--- src/assert_macros.svh ---
// Assertion helpers used by the RTL.
`ifndef ASSERT_MACROS_SVH
`define ASSERT_MACROS_SVH

`ifndef NO_ASSERTIONS

// a holds -> b holds in the same cycle
`define ASSERT_IMPLIES(label, clk, rst_n, a, b) \
	label: assert property (@(posedge clk) disable iff (!(rst_n)) (a) |-> (b)) \
		else $error("assertion failed");

// a holds -> b holds in the next cycle
`define ASSERT_NEXT(label, clk, rst_n, a, b) \
	label: assert property (@(posedge clk) disable iff (!(rst_n)) (a) |=> (b)) \
		else $error("assertion failed");

`else

`define ASSERT_IMPLIES(label, clk, rst_n, a, b)
`define ASSERT_NEXT(label, clk, rst_n, a, b)

`endif

`endif

--- src/gmps_pkg.sv ---
package gmps_pkg;

	localparam int MAX_COLS_DEF  = 1024;
	localparam int CELL_BITS_DEF = 16;

	localparam int VALUE_W = 16;
	localparam int WIDTH_W = 11;
	localparam int SUM_W   = 32;

	localparam logic [WIDTH_W-1:0] ROW_WIDTH_RST = 11'd1024;

	typedef logic [SUM_W-1:0] sum_t;

	// output queue status toward the core
	typedef struct packed {
		logic [1:0] count;
		logic       pop;
	} oq_stat_t;

endpackage

--- src/gmps_out_queue.sv ---
module gmps_out_queue (
	input  logic              clk,
	input  logic              arst_n,
	input  logic              push,
	input  gmps_pkg::sum_t    push_data,
	output gmps_pkg::oq_stat_t stat,
	output logic              out_valid,
	input  logic              out_ready,
	output gmps_pkg::sum_t    best_sum
);

	gmps_pkg::sum_t data_q [2];
	logic           rd_ptr_q;
	logic           wr_ptr_q;
	logic [1:0]     count_q;
	logic           pop;

	assign out_valid  = (count_q != 2'd0);
	assign pop        = out_valid && out_ready;
	assign best_sum   = data_q[rd_ptr_q];
	assign stat.count = count_q;
	assign stat.pop   = pop;

	always_ff @(posedge clk or negedge arst_n) begin
		if (!arst_n) begin
			rd_ptr_q <= 1'b0;
			wr_ptr_q <= 1'b0;
			count_q  <= 2'd0;
		end else begin
			if (push)
				wr_ptr_q <= ~wr_ptr_q;
			if (pop)
				rd_ptr_q <= ~rd_ptr_q;
			count_q <= count_q + 2'(push) - 2'(pop);
		end
	end

	always_ff @(posedge clk) begin
		if (push)
			data_q[wr_ptr_q] <= push_data;
	end

endmodule

--- config.mk ---
export PLATFORM = sky130hd
export DESIGN_NAME = gmps_out_queue
export DESIGN_NICKNAME = d
export VERILOG_FILES = /design/src/assert_macros.svh /design/src/gmps_pkg.sv /design/src/gmps_out_queue.sv
export SDC_FILE = /design/constraint.sdc
export NUM_CORES = 1
export LEC_CHECK = 0
export BUFFER_PORTS_ARGS = -buffer_cell sky130_fd_sc_hd__buf_2
export CAP_MARGIN = 20
export CORE_MARGIN = 1
export CORE_UTILIZATION = 55
export DETAILED_ROUTE_END_ITERATION = 6
export PLACE_DENSITY = 0.8
export REMOVE_ABC_BUFFERS = 1
export SETUP_SLACK_MARGIN = 0.1
export SLEW_MARGIN = 20
export SYNTH_ARGS = -nofsm -noshare
export SYNTH_HDL_FRONTEND = slang
export SYNTH_SLANG_ARGS = --single-unit
--- constraint.sdc ---
create_clock -name clk -period 4 [get_ports clk]
set_input_delay 1.2 -clock clk [delete_from_list [all_inputs] [get_ports clk]]
set_output_delay 1.2 -clock clk [all_outputs]
set_load 0.05 [all_outputs]
* Yosys cells after proc, flatten, opt, wreduce, memory -nomap -nowiden
Memory sizes are Yosys's and may differ from the RTL's.
Index checks and enable logic that the tools add are counted.
** Cells by class
- Bitwise operators :: 2
- Add/sub/neg operators :: 2
- Multiplexer cells :: 2
- Reduce and logical (&&, ||, !) cells :: 2
** Operator list (number)
- $add 2x1->2 :: 1
- $mux 1 :: 2
- $not 1->1 :: 2
- $reduce_bool 2->1 :: 1
- $sub 2x1->2 :: 1
- $logic_and 1x1->1 :: 1
** Storage, ports and cells
- Register bits :: 4
- Input bits :: 36
- Output and inout port bits :: 36
- Word-level logic and storage cells :: 12
- Memories kept :: 1
- Bits in writable memories :: 64
** Memories
- data_q :: depth 2, width 32, rd ports 1, clocked after Yosys merged registers in 0, write ports 1, RTL line gmps_out_queue.sv:12 : gmps_pkg::sum_t data_q [2];

* Logic depth before layout (Yosys ltp)
Gate-level depths: netlist (run 1).
- Depth after elaboration :: 3
- Depth in mapped cells :: 6

* Worst setup path before layout (run 1)
No wires, ideal clock.
- Kind :: in2reg
- Start :: input port push
- End :: memory data_q[0][0] (netlist bit), enable pin
- Library setup time :: 425 ps
- Path buffers :: 0
- Arrival time :: 2648 ps
- Slack :: 928 ps
- Cell stages on the path :: 1
- Path through :: nor2b_1
** Between the ends
- Word-level cells in the longest chain between the ends :: 2
** RTL lines
- start: declaration :: RTL line gmps_out_queue.sv:4 : input logic push,
- $mux 1 :: RTL line gmps_out_queue.sv:39 : if (push)
- $mux 1 (implied by the code) :: RTL line gmps_out_queue.sv:40 : data_q[wr_ptr_q] <= push_data;
- end: declaration :: RTL line gmps_out_queue.sv:12
Every way passes these cells.

* Worst setup path in the final report (run 1)
- Start :: register rd_ptr_q
- End :: output port best_sum[0]
** Between the ends
- Word-level cells in the longest chain between the ends :: 1
** RTL lines
- start: declaration :: RTL line gmps_out_queue.sv:13 : logic rd_ptr_q;
- start signal: assignment :: RTL line gmps_out_queue.sv:33 : rd_ptr_q <= ~rd_ptr_q;
- $mem_v2 2x32
- end: declaration :: RTL line gmps_out_queue.sv:9 : output gmps_pkg::sum_t best_sum
Every way passes these cells.

==> results of run 1 <==
[flip-flops by register name (all words and copies together), names as in the netlist]
signal	flops
rd_ptr_q	1
count_q	2
data_q	64
wr_ptr_q	1
[how the worst max path moves through the flow]
stage / startpoint / endpoint / slack, ps / depth (start not counted)
after floorplan: push / data_q[0][0] / 930 / 1
after global placement: out_ready / stat[0] / 1100 / 3
after detailed placement: out_ready / stat[0] / 1070 / 3
after CTS: rd_ptr_q / best_sum[0] / 790 / 3
after global routing: rd_ptr_q / best_sum[31] / 740 / 3
final: rd_ptr_q / best_sum[0] / 820 / 3
[stage by stage]
step / cells / hold WS [ps]
6_report: 254 / 562.7
5_1_grt: 254 / 587.7
4_1_cts: 254 / 567.0
3_5_place_dp: 238 / 552.1
3_3_place_gp: 238 / 523.8
2_1_floorplan: 112 / 455.5
[layout make-up]
class | instances | area (µm²)
Sequential cell | 68 | 2023
Fill cell | 291 | 1262
Multi-Input combinational cell | 42 | 563.0
Timing Repair Buffer | 74 | 377.9
Clock buffer | 9 | 123.9
Clock inverter | 7 | 81.33
Tap cell | 52 | 65.06
Inverter | 2 | 7.507
[power groups by stage]
stage | logic (mW) | registers, mW | clock network (mW)
2_1_floorplan | 0.909 | 1.10 | 0
3_3_place_gp | 1.16 | 1.06 | 0
3_5_place_dp | 1.18 | 1.07 | 0
4_1_cts | 1.19 | 1.05 | 0.587
5_1_grt | 1.23 | 1.07 | 0.619
6_report | 1.17 | 1.05 | 0.577
[layout by cell type, fill, tap and decap left out, drive strengths merged]
cell type / netlist / routed
buf: 5 / 74
edfxtp: 64 / 64
mux2: 32 / 32
clkbuf: 0 / 9
clkinv: 0 / 5
dfrtp: 4 / 4
inv: 2 / 2
xnor2: 2 / 2
xor2: 2 / 2
ha: 2 / 2
bufinv: 0 / 2
and2: 1 / 1
nor2b: 1 / 1
or2: 1 / 1
o21a: 1 / 1
[worst reg2reg max path, cell delays in order (launching register included)]
cell	delay (ps)
dfrtp_1	420
and2_1	390
buf_4	400
[logic make-up after synthesis]
family          share of synthesized area (%)
xor+xnor                                1.315
simple gates                           0.7050
buf+inv                                 3.241
mux                                     17.61
flops                                   75.90
fa+ha+maj                              0.9393
compound gates                         0.2819
[per-layer routing]
metal	share of wire [%]	GRT usage [%]
met5	0	0
met2	51	28.25
met4	1.4	9.150
met1	42	21.78
met3	4.9	4.501
==> run_results.csv, run 1 <==
group,metric,value,unit
run_status,status,"completed",
yosys,seq_area_frac_synth,75.90,%
yosys,synth_ff_type,"edfxtp_1",
setup_path,cp_num_buf_inv,2,
sta,rsz0062_at_grt,"false",
clock_network,h-tree-depth,3,
sta,fin_crit,3177,ps
setup_path,crit_path_max_fanout,19,
yosys,synthTopCellsByArea,"edfxtp_1, mux2_4, dfrtp_1, buf_12, mux2_2",
power,p_clk_share,20.6,%
sta,period_share,79.42,%
finish,fin_area,3242,µm²
setup_path,cp-start-kind,"register",
placement,port-buffer-count,71,
yosys,yosysTopAreaCell,"edfxtp_1",
setup_path,critPathMaxStageDelay,770,ps
finish,n_antenna_cell,0,
setup_path,rr_startpoint,"wr_ptr_q",
yosys,synth_cell_type_count,15,
yosys,synth_edf_count,64,
power,ir_drop,0.0005453,V
setup_path,reg2reg_depth,2,
placement,dp_slack,1074,ps
drt,drt-vias-per-instance,5.055,
placement,globalplace.congestion,0.6617,
floorplan,ios,72,
power,power.total,2.799,mW
setup_path,cp.arrival,1980,ps
power,p_leak,1.349,nW
yosys,synth_most_common_cell,"edfxtp_1",
setup_path,endpoint_kind,"output port",
yosys,synth-seq-cells,68,
drt,postRouteAntennaNets,0,
global_route,grt_max_degree,33,
sta,setup_tns,0,ps
setup_path,rrSetupSlack,2440,ps
floorplan,die_y,71.60,µm
finish,area_growth,21.70,%
clock_network,cts_resized,0,
sta,slew_viol_final,0,
sta,setup_violations,0,
sta,fin_skew,10.67,ps
clock_network,clock_latency,330,ps
global_route,grt_pass1_vias,1314,
worst_hold_path,holdPathEnd,"wr_ptr_q",
setup_path,crit_chain,"buf_4 > mux2_2 > buf_2",
power,internal_power,1.683,mW
floorplan,die_area,5126,µm²
power,combPwrFrac,41.9,%
clock_network,clkSinkCount,68,
yosys,syn_avg_cell_area,22.77,µm²
floorplan,initial_core_util,59.14,%
setup_path,r2r_end,"data_q[1][18]",
setup_path,crit_required,2800,ps
setup_path,slowest_stage,"dfrtp_2",
yosys,synth_top_area_share,72.15,%
drt,drt-initial-drc-count,90,
clock_network,cts_setup_buffers,0,
global_route,grt_remaining_overflow,0,
sta,fmax,0.3148,GHz
finish,nets,235,
global_route,antenna_found_initial,0,
power,powerDensity,863.5,nW/µm²
flow_run,drv_cap,0,
clock_network,cts_tree,"built",
sta,hold_viol,0,
sta,slew_headroom,38.72,%
yosys,synth_common_cells,"edfxtp_1, mux2_4, dfrtp_1",
drt,dr.pass1.iters,4,
setup_path,path_class,"register to output port",
worst_hold_path,hp-start,"wr_ptr_q",
floorplan,rows,24,
global_route,grt_pass1_wl,6334,µm
power,swShare,39.87,%
sta,finalWorstSetupSlack,823.3,ps
floorplan,die_x,71.60,µm
drt,totalWireLength,3990,µm
finish,fin_util,71.97,%
setup_path,critPathTopFamily,"flip-flops",
drt,drc_errors,0,
worst_hold_path,whs_path_depth,1,
placement,placed_cell_area,3037,µm²
yosys,netlist_area,2664,µm²
clock_network,cts_inserted_buffers,9,
drt,vias,1284,
drt,routedWlPerCell,15.71,µm
floorplan,core,4504,µm²
yosys,yosysWarnings,0,
clock_network,clk_pin_slew,70,ps
sta,worst_pin_slew,917.3,ps
power,seqPwrFrac,37.5,%
power,p_sw,1.116,mW
clock_network,cts_hold_buf,0,
yosys,synthCells,117,
yosys,ys_async_sr_fraction,5.882,%
worst_hold_path,hold_path.class,"register to register",
finish,layout-drive-gt1-share,60.40,%
clock_network,root_buffer,"clkbuf_8",
global_route,grtUsageTotal,17.40,%
placement,place_hpwl,2674,µm
clock_network,clock_path_buffers,2,
(Power assumes the default switching activity.)
==> run 2, diff against run 1 <==
--- a/config.mk
+++ b/config.mk
@@ -8,9 +8,9 @@
 export BUFFER_PORTS_ARGS = -buffer_cell sky130_fd_sc_hd__buf_2
 export CAP_MARGIN = 20
 export CORE_MARGIN = 1
-export CORE_UTILIZATION = 55
+export CORE_UTILIZATION = 51
 export DETAILED_ROUTE_END_ITERATION = 6
-export PLACE_DENSITY = 0.8
+export PLACE_DENSITY = 0.75
 export REMOVE_ABC_BUFFERS = 1
 export SETUP_SLACK_MARGIN = 0.1
 export SLEW_MARGIN = 20
==> constraint.sdc (replaced) <==
create_clock -name clk -period 3.2 [get_ports clk]
set_input_delay 0.96 -clock clk [delete_from_list [all_inputs] [get_ports clk]]
set_output_delay 0.96 -clock clk [all_outputs]
set_load 0.05 [all_outputs]
==> run 2 against run 1 <==
Routed wire length rose by 4.7%. Design area rose by 1.2%. Power rose by 26%. Clock skew fell by 7.6 ps. Clock power is 25% higher. Largest power group unchanged. Flip-flop and latch count did not move. First-iteration DRC count fell by 5.6%. Utilization down 4.7 points. Critical path type unchanged. Sequential power rose by 24%. Highest routed layer unchanged. Global-route usage down 1.1 points. Via count up 2.5%.
==> run_results.csv, run 2 (synthesis results as in run 1) <==
group,metric,value,unit
run_status,status,"completed",
sta,period_share,87.42,%
floorplan,ios,72,
clock_network,cts_inserted_buffers,9,
finish,layout-drive-gt1-share,60.59,%
clock_network,cts_tree,"built",
sta,fin_crit,2797,ps
floorplan,rows,25,
drt,postRouteAntennaNets,0,
clock_network,root_buffer,"clkbuf_8",
finish,layout_commonest_cell,"buf_2",
global_route,grtUsageTotal,16.34,%
power,ir_drop,0.0007573,V
setup_path,startpoint,"rd_ptr_q",
power,powerDensity,1072,nW/µm²
sta,hold_viol,0,
floorplan,core,4880,µm²
clock_network,clock_latency,320,ps
sta,slew_viol_final,0,
drt,dr.pass1.iters,4,
floorplan,die_area,5516,µm²
clock_network,clkSinkCount,68,
global_route,grt_pass1_wl,6244,µm
sta,slew_headroom,64.39,%
setup_path,path_class,"register to output port",
drt,routedWlPerCell,15.47,µm
finish,fin_cells,270,
drt,drc_errors,0,
power,power.total,3.516,mW
clock_network,clk_pin_slew,70,ps
sta,fmax,0.3575,GHz
setup_path,cp-start-kind,"register",
sta,setup_violations,0,
floorplan,die_x,74.27,µm
sta,fin_skew,3.053,ps
global_route,grt_pass1_vias,1339,
sta,worst_pin_slew,534.2,ps
setup_path,endpoint_kind,"output port",
placement,place_hpwl,2940,µm
finish,largest-register,"data_q",
clock_network,h-tree-depth,3,
setup_path,crit_chain,"buf_12 > mux2_2 > buf_2",
setup_path,crit_path_max_fanout,17,
global_route,antenna_found_initial,0,
clock_network,cts_setup_buffers,0,
finish,final_cell_mix,"buf_2, edfxtp_1, mux2_4",
drt,vias,1316,
setup_path,slowest_stage,"dfrtp_2",
drt,drt-initial-drc-count,85,
sta,whs,435.0,ps
drt,drt-vias-per-instance,4.874,
drt,totalWireLength,4177,µm
sta,setup_tns,0,ps
clock_network,cts_hold_buf,0,
finish,reg_top3,"data_q (64), count_q (2)",
worst_hold_path,hold_path.class,"primary input to asynchronous set/reset pin",
setup_path,cp.arrival,1840,ps
finish,largest_reg_flops,64,
finish,area_growth,23.16,%
power,p_leak,1.359,nW
setup_path,crit_required,2240,ps
placement,port-buffer-count,71,
placement,globalplace.congestion,0.6501,
clock_network,clock_path_buffers,2,
placement,place_inst,254,
placement,placed_cell_area,3075,µm²
sta,rsz0062_at_grt,"false",
setup_path,critPathMaxStageDelay,710,ps
finish,fin_area,3281,µm²
sta,finalWorstSetupSlack,402.5,ps
placement,dp_slack,721.0,ps
floorplan,initial_core_util,54.59,%
finish,nets,236,
global_route,grt_remaining_overflow,0,
floorplan,die_y,74.27,µm
clock_network,cts_resized,0,
flow_run,drv_cap,0,
finish,n_antenna_cell,0,
setup_path,rr_startpoint,"count_q[1]",
finish,fin_util,67.23,%
global_route,grt_max_degree,21,
-- run 2: changes by cell type in the layout (fill, tap and decap cells not counted), sizes merged --
cell	before	now
buf	74	75
-- run 2: report_power, final --
part | internal (mW) | total, mW | switching (mW)
clock | 0.428 | 0.722 | 0.294
sequential | 1.19 | 1.30 | 0.117
combinational | 0.503 | 1.49 | 0.987
total | 2.12 | 3.52 | 1.40
-- run 2: path summary, 6_finish.rpt --
kind | end | slack (ps) | cells after the start
setup reg to reg | count_q[1] | 1670 | 6
max in group asynchronous | rd_ptr_q | 2630 | 1
setup / recovery | best_sum[0] | 400 | 3
hold reg to reg | wr_ptr_q | 550 | 1
hold / removal | count_q[0] | 430 | 1
min in group clk | wr_ptr_q | 550 | 1
-- run 2: final cells by class --
cell class	instances	area, µm²
clock buffer	9	123.9
clock inverter	7	81.33
fill	349	1599
inverter	2	7.507
multi-input combinational	42	563.0
sequential	68	2023
tap	67	83.83
timing repair buffer	75	397.9
-- run 2: critical path, delay by kind of cell (launching register included) --
kind | cells | cell delay, ps
mux | 1 | 340
buf+inv | 2 | 460
flops | 1 | 710
-- run 2: routing by layer --
| layer | vias up | track usage [%] | share of wire, % |
|---|---|---|---|
| met5 | - | 0 | 0 |
| met4 | 0 | 10.06 | 1.5 |
| met3 | 5 | 5.014 | 5.4 |
| met2 | 49 | 27.47 | 54 |
| met1 | 650 | 18.30 | 39 |
| li1 | 612 | - | - |
==> run 3, diff against run 2 <==
--- a/config.mk
+++ b/config.mk
@@ -8,9 +8,9 @@
 export BUFFER_PORTS_ARGS = -buffer_cell sky130_fd_sc_hd__buf_2
 export CAP_MARGIN = 20
 export CORE_MARGIN = 1
-export CORE_UTILIZATION = 51
+export CORE_UTILIZATION = 31
 export DETAILED_ROUTE_END_ITERATION = 6
-export PLACE_DENSITY = 0.75
+export PLACE_DENSITY = 0.49
 export REMOVE_ABC_BUFFERS = 1
 export SETUP_SLACK_MARGIN = 0.1
 export SLEW_MARGIN = 20
==> run 3 against run 2 <==
Routed wire length up 6.7%. Setup slack better by 1.0 ps. Non-clock buffer count down 1. Flip-flop and latch count unchanged. Global-route usage down 5.9 points. Hold slack worse by 9.1 ps. Highest routed layer unchanged.
==> run_results.csv, run 3 (synthesis results as in run 1) <==
group,metric,value,unit
finish,fin_cells,306,
worst_hold_path,hold_path.class,"primary input to asynchronous set/reset pin",
floorplan,die_y,94.70,µm
clock_network,clk_pin_slew,60,ps
finish,reg_top3,"data_q (64), count_q (2)",
sta,fmax,0.3576,GHz
finish,area_growth,24.66,%
global_route,grt_max_degree,33,
sta,period_share,87.39,%
finish,n_antenna_cell,0,
floorplan,die_area,8967,µm²
power,ir_drop,0.0006161,V
drt,route.met3.wl,300,µm
clock_network,cts_hold_buf,0,
placement,globalplace.congestion,0.6428,
clock_network,clock_path_buffers,2,
sta,rsz0062_at_grt,"false",
drt,vias,1290,
sta,setup_tns,0,ps
drt,routedWlPerCell,14.56,µm
setup_path,cp-start-kind,"register",
setup_path,rrSetupSlack,1640,ps
drt,routed.top_layer,"met4",
placement,place_hpwl,3092,µm
floorplan,rows,33,
sta,fin_crit,2796,ps
drt,postRouteAntennaNets,0,
finish,largest-register,"data_q",
finish,layout-drive-gt1-share,61.19,%
sta,setup_violations,0,
global_route,grt_pass1_wl,6561,µm
finish,largest_reg_flops,64,
global_route,grt_remaining_overflow,0,
power,p_leak,1.349,nW
sta,slew_headroom,46.66,%
setup_path,crit_chain,"buf_4 > mux2_4 > buf_2",
clock_network,cts_setup_buffers,0,
setup_path,slowest_stage,"dfrtp_2",
global_route,grtUsageTotal,10.40,%
clock_network,clkSinkCount,68,
floorplan,core,8258,µm²
placement,place_inst,291,
finish,final_cell_mix,"buf_2, edfxtp_1, mux2_4",
drt,wl_met1,1877,µm
clock_network,h-tree-depth,3,
drt,drc_errors,0,
global_route,antenna_found_initial,0,
power,powerDensity,1061,nW/µm²
clock_network,cts_tree,"built",
clock_network,cts_inserted_buffers,9,
setup_path,cp.arrival,1840,ps
run_status,status,"completed",
setup_path,critPathMaxStageDelay,730,ps
setup_path,crit_required,2240,ps
clock_network,clock_latency,330,ps
drt,dr_wl_met2,2219,µm
floorplan,initial_core_util,32.26,%
setup_path,endpoint_kind,"output port",
sta,hold_viol,0,
finish,layout_commonest_cell,"buf_2",
sta,worst_pin_slew,800.1,ps
setup_path,reg2reg_depth,6,
finish,nets,235,
sta,slew_viol_final,0,
clock_network,root_buffer,"clkbuf_8",
flow_run,drv_cap,0,
floorplan,ios,72,
setup_path,crit_path_max_fanout,18,
setup_path,path_class,"register to output port",
floorplan,die_x,94.70,µm
sta,fin_skew,8.401,ps
placement,port-buffer-count,71,
clock_network,cts_resized,0,
drt,drt-vias-per-instance,4.216,
global_route,grt_pass1_vias,1348,
drt,drt-initial-drc-count,48,
drt,totalWireLength,4455,µm
drt,dr.pass1.iters,3,
run 3: cell types whose count changed in the layout (fill, tap and decap cells not counted):
cell,change
and2_1,-1
and2_2,+1
clkinv_2,-1
clkinvlp_4,+1
buf_4,-1
clkinv_1,-1
run 3: area by class of cell:
type | instances | area [µm²]
Fill cell | 785 | 4937
Sequential cell | 68 | 2023
Multi-Input combinational cell | 42 | 564.3
Timing Repair Buffer | 74 | 390.4
Tap cell | 105 | 131.4
Clock buffer | 9 | 123.9
Clock inverter | 6 | 80.08
Inverter | 2 | 7.507
run 3: per-stage QoR:
stage / util [%] / total power [mW] / cell area (µm²) / worst slack, ps / hold WS (ps)
after global routing: 40.21 / 3.681 / 3321 / 287.6 / 418.4
after floorplan: - / 2.518 / 2585 / 367.5 / 455.5
after detailed placement: 37.74 / 2.850 / 3117 / 721.3 / 542.4
after global placement: 37.74 / 2.819 / 3117 / 744.6 / 521.1
final: 40.21 / 3.524 / 3321 / 403.6 / 425.9
after CTS: 40.21 / 3.579 / 3321 / 354.7 / 407.7
run 3: critical path, delay by kind of cell, from the launching register on:
kind,cells,cell delay (ps)
flip-flops,1,730
multiplexers,1,300
buffers and inverters,2,480
run 3: path summary, 6_finish.rpt:
check                            from      endpoint
max in group asynchronous      arst_n      rd_ptr_q
min in group clk             wr_ptr_q      wr_ptr_q
hold / removal                 arst_n    count_q[0]
hold reg to reg              wr_ptr_q      wr_ptr_q
setup / recovery             rd_ptr_q  best_sum[27]
setup reg to reg           count_q[0]    count_q[1]
run 3: power breakdown:
part           internal, mW  leakage [nW]  switching, mW  total, mW
Combinational         0.502         0.602          0.992       1.49
Sequential             1.19         0.646          0.120       1.31
Clock                 0.427         0.100          0.293      0.721
Total                  2.12          1.35           1.41       3.52
run 3: routing by layer:
layer	up-vias	global-route usage, %
met3	7	2.979
met5	-	0
met1	625	11.77
li1	607	-
met2	51	17.45
met4	0	6.061
